<file path="config.mk">
export PLATFORM = sky130hd
export DESIGN_NAME = sorted_priority_queue
export DESIGN_NICKNAME = d
export VERILOG_FILES = /design/src/rtl/spq_pkg.sv /design/src/rtl/spq_cell.sv /design/src/rtl/sorted_priority_queue.sv
export SDC_FILE = /design/constraint.sdc
export NUM_CORES = 2
export LEC_CHECK = 0
export ABC_AREA = 1
export BUFFER_PORTS_ARGS = -buffer_cell sky130_fd_sc_hd__buf_4
export CAP_MARGIN = 5
export CELL_PAD_IN_SITES_DETAIL_PLACEMENT = 2
export CELL_PAD_IN_SITES_GLOBAL_PLACEMENT = 2
export CORE_UTILIZATION = 38
export DETAILED_ROUTE_END_ITERATION = 8
export PLACE_DENSITY_LB_ADDON = 0.08
export SYNTH_ARGS = -nofsm -noshare
export SYNTH_HDL_FRONTEND = slang
export SYNTH_SLANG_ARGS = --single-unit
</file>
<file path="constraint.sdc">
create_clock -name clk -period 4.3 [get_ports clk]
set_input_delay 0.43 -clock clk [delete_from_list [all_inputs] [get_ports clk]]
set_output_delay 0.43 -clock clk [all_outputs]
set_load 0.05 [all_outputs]
</file>
<file path="src/rtl/spq_pkg.sv">
// Shared types and constants for the sorted priority queue.
// Holds the request and response structs, the entry layout and the command codes.
// Depends on nothing.
`default_nettype none

package spq_pkg;

	// Default number of cells in the chain.
	localparam int DEPTH_DEF = 16;

	// Width of the entry_count field in a response.
	localparam int ENTRY_COUNT_W = 5;

	// Command codes.
	typedef enum logic {
		CMD_ENQ = 1'b0,
		CMD_DEQ = 1'b1
	} cmd_t;

	// Error codes.
	typedef enum logic [1:0] {
		ERR_OK    = 2'd0,
		ERR_EMPTY = 2'd1,
		ERR_FULL  = 2'd2
	} err_t;

	// One stored entry.
	typedef struct packed {
		logic [15:0]        arrival;
		logic [15:0]        id;
		logic signed [15:0] score;
		logic [15:0]        service;
	} entry_t;

	// Request transaction.
	typedef struct packed {
		logic               cmd;
		logic [15:0]        arrival_time;
		logic [15:0]        entry_id;
		logic signed [15:0] priority_score;
		logic [15:0]        service_time;
	} req_t;

	// Response transaction.
	typedef struct packed {
		logic                     item_valid;
		logic [15:0]              out_arrival;
		logic [15:0]              out_id;
		logic signed [15:0]       out_score;
		logic [15:0]              out_service;
		logic [1:0]               error_code;
		logic [ENTRY_COUNT_W-1:0] entry_count;
	} rsp_t;

	// Operation broadcast to all cells together.
	typedef struct packed {
		logic enq;
		logic deq;
	} cell_ctrl_t;

endpackage

`default_nettype wire

</file>
<file path="src/rtl/spq_cell.sv">
// One cell of the sorted chain: holds one entry and trades it with its neighbors.
// Depends on spq_pkg for the entry and control types.
`default_nettype none

module spq_cell
	import spq_pkg::*;
(
	input  wire logic       clk,
	input  wire cell_ctrl_t ctrl,
	input  wire entry_t     new_entry,
	input  wire logic       occ,
	input  wire logic       left_keep,
	input  wire entry_t     left_entry,
	input  wire entry_t     right_entry,
	output logic            keep,
	output entry_t          entry
);

	entry_t entry_q;

	// The stored entry stays ahead of the new one on a higher score, or on an
	// equal score with a strictly earlier arrival.
	always_comb begin
		keep = occ && ((entry_q.score > new_entry.score) ||
			((entry_q.score == new_entry.score) && (entry_q.arrival < new_entry.arrival)));
	end

	// Enqueue: hold, take the new entry at the insertion point, or shift back.
	// Dequeue: every cell takes its right neighbor's entry; the last cell takes the new entry.
	always_ff @(posedge clk) begin
		if (ctrl.enq) begin
			if (!keep) begin
				entry_q <= left_keep ? new_entry : left_entry;
			end
		end else if (ctrl.deq) begin
			entry_q <= right_entry;
		end
	end

	assign entry = entry_q;

endmodule

`default_nettype wire

</file>
<file path="src/rtl/sorted_priority_queue.sv">
// Top level of the sorted priority queue: command control, count and the cell chain.
// Depends on spq_pkg and spq_cell.
//
//  channel | signals                   | direction | contents
//  req     | req_valid, req_ready, req | in        | command and entry (req_t)
//  rsp     | rsp_valid, rsp_ready, rsp | out       | result, error, count (rsp_t)
//
// A command is applied to every cell of the chain at the edge where it is accepted,
// unless it fails as full or empty, and its response appears in the output register
// the cycle after. A new command is taken while the previous response waits, as long
// as that response is taken in the same cycle. Reset empties the queue at once;
// no clearing pass is needed since only occupied cells are ever read.
`default_nettype none

module sorted_priority_queue
	import spq_pkg::*;
#(
	parameter int DEPTH = DEPTH_DEF
) (
	input  wire logic clk,
	input  wire logic arst_n,
	input  wire logic req_valid,
	output logic      req_ready,
	input  wire req_t req,
	output logic      rsp_valid,
	input  wire logic rsp_ready,
	output rsp_t      rsp
);

	localparam int CNT_W = $clog2(DEPTH + 1);

	logic [CNT_W-1:0] count_q;
	logic [CNT_W-1:0] count_n;
	logic             rsp_valid_q;
	rsp_t             rsp_q;
	logic             accept;
	logic             full;
	logic             empty;
	cell_ctrl_t       ctrl;
	entry_t           new_entry;
	rsp_t             rsp_n;

	entry_t           cell_entry [DEPTH];
	logic             cell_keep  [DEPTH];

	// Handshake: the output register frees up when its response is taken.
	assign req_ready = !rsp_valid_q || rsp_ready;
	assign accept    = req_valid && req_ready;
	assign full      = (count_q == CNT_W'(DEPTH));
	assign empty     = (count_q == '0);

	// Entry to insert.
	always_comb begin
		new_entry.arrival = req.arrival_time;
		new_entry.id      = req.entry_id;
		new_entry.score   = req.priority_score;
		new_entry.service = req.service_time;
	end

	// Decode the command, the new count and the response.
	always_comb begin
		ctrl.enq = 1'b0;
		ctrl.deq = 1'b0;
		count_n  = count_q;
		rsp_n    = '0;
		case (cmd_t'(req.cmd))
			CMD_ENQ: begin
				if (full) begin
					rsp_n.error_code = ERR_FULL;
				end else begin
					ctrl.enq = accept;
					count_n  = count_q + CNT_W'(1);
				end
			end
			CMD_DEQ: begin
				if (empty) begin
					rsp_n.error_code = ERR_EMPTY;
				end else begin
					ctrl.deq          = accept;
					count_n           = count_q - CNT_W'(1);
					rsp_n.item_valid  = 1'b1;
					rsp_n.out_arrival = cell_entry[0].arrival;
					rsp_n.out_id      = cell_entry[0].id;
					rsp_n.out_score   = cell_entry[0].score;
					rsp_n.out_service = cell_entry[0].service;
				end
			end
			default: begin
				rsp_n.error_code = ERR_OK;
			end
		endcase
		rsp_n.entry_count = ENTRY_COUNT_W'(count_n);
	end

	// Count and response valid.
	always_ff @(posedge clk or negedge arst_n) begin
		if (!arst_n) begin
			count_q     <= '0;
			rsp_valid_q <= 1'b0;
		end else begin
			if (accept) begin
				count_q     <= count_n;
				rsp_valid_q <= 1'b1;
			end else if (rsp_ready) begin
				rsp_valid_q <= 1'b0;
			end
		end
	end

	// Response payload.
	always_ff @(posedge clk) begin
		if (accept) begin
			rsp_q <= rsp_n;
		end
	end

	assign rsp_valid = rsp_valid_q;
	assign rsp       = rsp_q;

	// The chain of cells; cell 0 is the front of the queue.
	for (genvar i = 0; i < DEPTH; i++) begin : g_cell
		logic   occ;
		logic   left_keep;
		entry_t left_entry;
		entry_t right_entry;

		assign occ = (CNT_W'(i) < count_q);

		if (i == 0) begin : g_front
			assign left_keep  = 1'b1;
			assign left_entry = new_entry;
		end else begin : g_mid
			assign left_keep  = cell_keep[i-1];
			assign left_entry = cell_entry[i-1];
		end

		if (i == DEPTH - 1) begin : g_back
			assign right_entry = new_entry;
		end else begin : g_next
			assign right_entry = cell_entry[i+1];
		end

		spq_cell u_cell (
			.clk         (clk),
			.ctrl        (ctrl),
			.new_entry   (new_entry),
			.occ         (occ),
			.left_keep   (left_keep),
			.left_entry  (left_entry),
			.right_entry (right_entry),
			.keep        (cell_keep[i]),
			.entry       (cell_entry[i])
		);
	end

endmodule

`default_nettype wire
</file>
==> results.toml <==
[outcome]
outcome = "finished clean"

[clock_tree]
clock_path_buffers = 3
clkTransAtPathRegs_ps = 60
worstSkewPairLatency_ps = 810
cts_made_buffers = 145
cts_max_level = 4
tritoncts = "built"
post_cts_buffers = 0
clkSinkCount = 1102
root_buffer = "clkbuf_16"

[sta]
final.setup.tns_ps = 0
clock_skew_ps = 32.5
fin_crit_sh_pct = 88.9
timing.slew.headroom_pct = 32.0
finalMaxSlewViolations = 0
hold_viol = 0
setup-violations-final = 0
fmax_mhz = 262
fin_crit_ps = 3820
rsz0062_at_grt = "no"
worstMarginPinSlew_ps = 1020

[floorplan]
die_h_um = 430
start_util_pct = 38.4
core_sq_mm = 0.181
pin_count = 143
die_area_sq_mm = 0.185
num_rows = 156
die_x_um = 430

[worst_setup_path]
path_depth = 14
cpLargestDelayFamily = "simple AND/OR/NAND/NOR gates"
cp-endpoint = "g_cell[1].u_cell.entry[39]$_DFFE_PP_"
r2r_slack_ps = 670
critPathKind = "in2reg"
cp_slowest_stage_delay_ps = 600
setup.worst_path.start = "req[31]"
setup.worst_path.start_class = "input port"
cp.buffers_inverters = 4
critPathArrivalTime_ps = 4290
slowest_stage = "dlygate4sd3_1"
end_kind = "flop"
rr_endpoint = "g_cell[1].u_cell.entry[7]$_DFFE_PP_"
path_max_fanout = 27
cp.required_ps = 4770
worstRegToRegCells = 10
critical_path.cell_chain = "dlygate4sd3_1 > buf_4 > inv_1 > ha_1 > a21oi_1 > o21ai_0 > nor2_1 > nand2_1 > nand2_1 > nand3_1 > nand3_4 > nand2_4 > nand2_4 > buf_12"
r2r_start = "count_q[0]$_DFFE_PN0P_"

[synth]
netlist_instances = 9166
synth_compound_area_share_pct = 2.85
synth-xor-area-share_pct = 0.0504
ys_ff_latch = 1102
synth_simple_gate_area_share_pct = 31.1
synth_top_family_by_area = "simple AND/OR/NAND/NOR gates"
netlist_area_sq_mm = 0.0695
muxShareOfSynthArea_pct = 0
synthDistinctLibCells = 29
yosysSeqAreaShare_pct = 47.6
synthAdderAreaFrac_pct = 8.99
syn_nets = 9734
post_synth.cell_area_avg_sq_um = 7.58
yosys_warnings = 0

[placement]
dp.cells = 11450
dp_hpwl_um = 186000
port_buffers = 142
routabilityCongestion = 0.859

[global_route]
grt_pass1_wl_um = 418000
grt_pass1_vias = 68355
grt_usage_pct = 29.7
grt.busiest_layer = "met2"
antenna_found_initial = 12
grt_use_met2_pct = 54.4
grtUsageMet1_pct = 35.9
gr-total-overflow = 0
use_met3_pct = 3.00
grt_max_degree = 146

[drt]
drt_wl_total_um = 275000
dr.first_iter.drc_count = 3718
viasPerCell = 5.22
via_count = 61521
drtPass1Iterations = 5
post-route-drc-count = 0
drtAntennaViolNets = 0
wl_per_cell_um = 23.4

[pwr]
p_per_area_mw_per_mm2 = 582
power.leakage_uw = 0.0443
peakVddDrop_mv = 0.490

[layout]
area_delta_synth_final_pct = 13.7
register_area_sq_mm = 0.0331
multiInputGateArea_sq_mm = 0.0303
nFillCells = 20842
nets = 9854
fin_cells = 11776
drive_gt1_share_pct = 6.09

[job]
max_cap_violations = 0

[hold_path]
min_path_type = "in2reg"
min-delay-start = "req[51]"
==> cell families (layout without fill, tap and decap cells) <==
kind of cell	Yosys count	after routing
compound gates	371	371
xor+xnor	4	4
fa+ha+maj	499	499
buf+inv	1522	1761
flops	1102	1102
other cells	0	1
simple gates	5668	5668
==> area by class of cell <==
cell class	count	share of cell area (%)
tap	2370	3.75
inverter	1113	5.30
clock inverter	84	0.950
sequential	1102	41.8
timing repair buffer	382	4.92
multi-input combinational	6542	38.4
clock buffer	182	4.88
antenna	1	0.00317
==> sequential cells by signal, summed over array words and instances (netlist names) <==
name,flops
count_q,5
g_cell.u_cell.entry,1024
rsp_valid,1
rsp,72
==> worst register-to-register path, stage by stage, from the launching register on <==
cell,delay (ps)
dfrtp_1,530
clkinv_1,320
ha_1,330
nand3_1,110
nand2_1,130
nor2_4,320
buf_12,290
inv_8,380
buf_12,400
nand2_1,480
nand2_1,80
==> placed cells by master (no fill, tap or decap), drive strengths merged, types with 11 or more instances in the layout <==
cell,n
a21o,18
a21oi,200
clkbuf,182
inv,1117
dlygate4sd3,59
nor3,22
edfxtp,1096
o21ai,117
nand2,5248
nor2,185
ha,499
a31oi,13
o21a,15
clkinv,67
bufinv,11
nand4,34
nand3,178
buf,323
==> where the power goes <==
| part | internal [uW] | switching, uW |
|---|---|---|
| logic | 4690 | 12100 |
| clock network | 7020 | 5210 |
| registers | 15400 | 1550 |
| total | 27100 | 18900 |
==> synthesized netlist by cell type <==
library cell     n  area, sq um
nand2_1       5248        19700
inv_1         1111         4170
edfxtp_1      1096        32900
ha_1           499         6240
a21oi_1        200         1000
buf_2          197          986
nor2_1         182          683
nand3_1        178          891
o21ai_0        117          586
clkbuf_1       106          398
buf_6           57          642
buf_4           41          308
nand4_1         34          213
nor3_1          22          110
a21o_1          18          135
o21a_1          15          113
a31oi_1         13         81.3
buf_1            8         30.0
dfrtp_1          6          150
nor2_2           3         18.8
o21bai_1         3         22.5
a211oi_1         2         15.0
clkinv_1         2         7.51
xnor2_1          2         17.5
xor2_1           2         17.5
a32o_1           1         10.0
a41oi_1          1         8.76
nand3b_1         1         7.51
o22ai_1          1         6.26
==> what timing repair did <==
item | 4_1_cts | 5_1_grt
resized for setup | 0 | 0
hold buffers | 59 | 0
endpoints found under the hold margin | 63 | 0
==> metrics by stage <==
stage	total power, uW	area (sq um)	utilization, %	worst slack, ps	hold WS, ps
2_1_floorplan	26700	69500	-	390	134
3_3_place_gp	32800	73800	40.8	414	261
3_5_place_dp	33800	73800	40.8	358	266
4_1_cts	46300	79000	43.6	545	2.16
5_1_grt	48500	79000	43.6	435	33.1
6_report	46000	79000	43.6	478	41.2
==> how the worst min path moves through the flow <==
stage | to | cells after the start
final | g_cell[15].u_cell.entry[51]$_DFFE_PP_ | 3
after global routing | g_cell[15].u_cell.entry[28]$_DFFE_PP_ | 3
after CTS | g_cell[15].u_cell.entry[28]$_DFFE_PP_ | 3
after detailed placement | rsp_valid$_DFFE_PN0P_ | 1
after global placement | rsp_valid$_DFFE_PN0P_ | 1
after floorplan | count_q[0]$_DFFE_PN0P_ | 0
==> metal layers <==
| metal | part of all wire (%) | wire length, um | vias to the layer above |
|---|---|---|---|
| li1 | - | - | 28723 |
| met1 | 42 | 115000 | 31170 |
| met2 | 51 | 141000 | 1137 |
| met3 | 3.4 | 9390 | 489 |
| met4 | 3.5 | 9710 | 2 |
| met5 | 0.0047 | 13 | - |
Power figures use the tool's default switching activity.
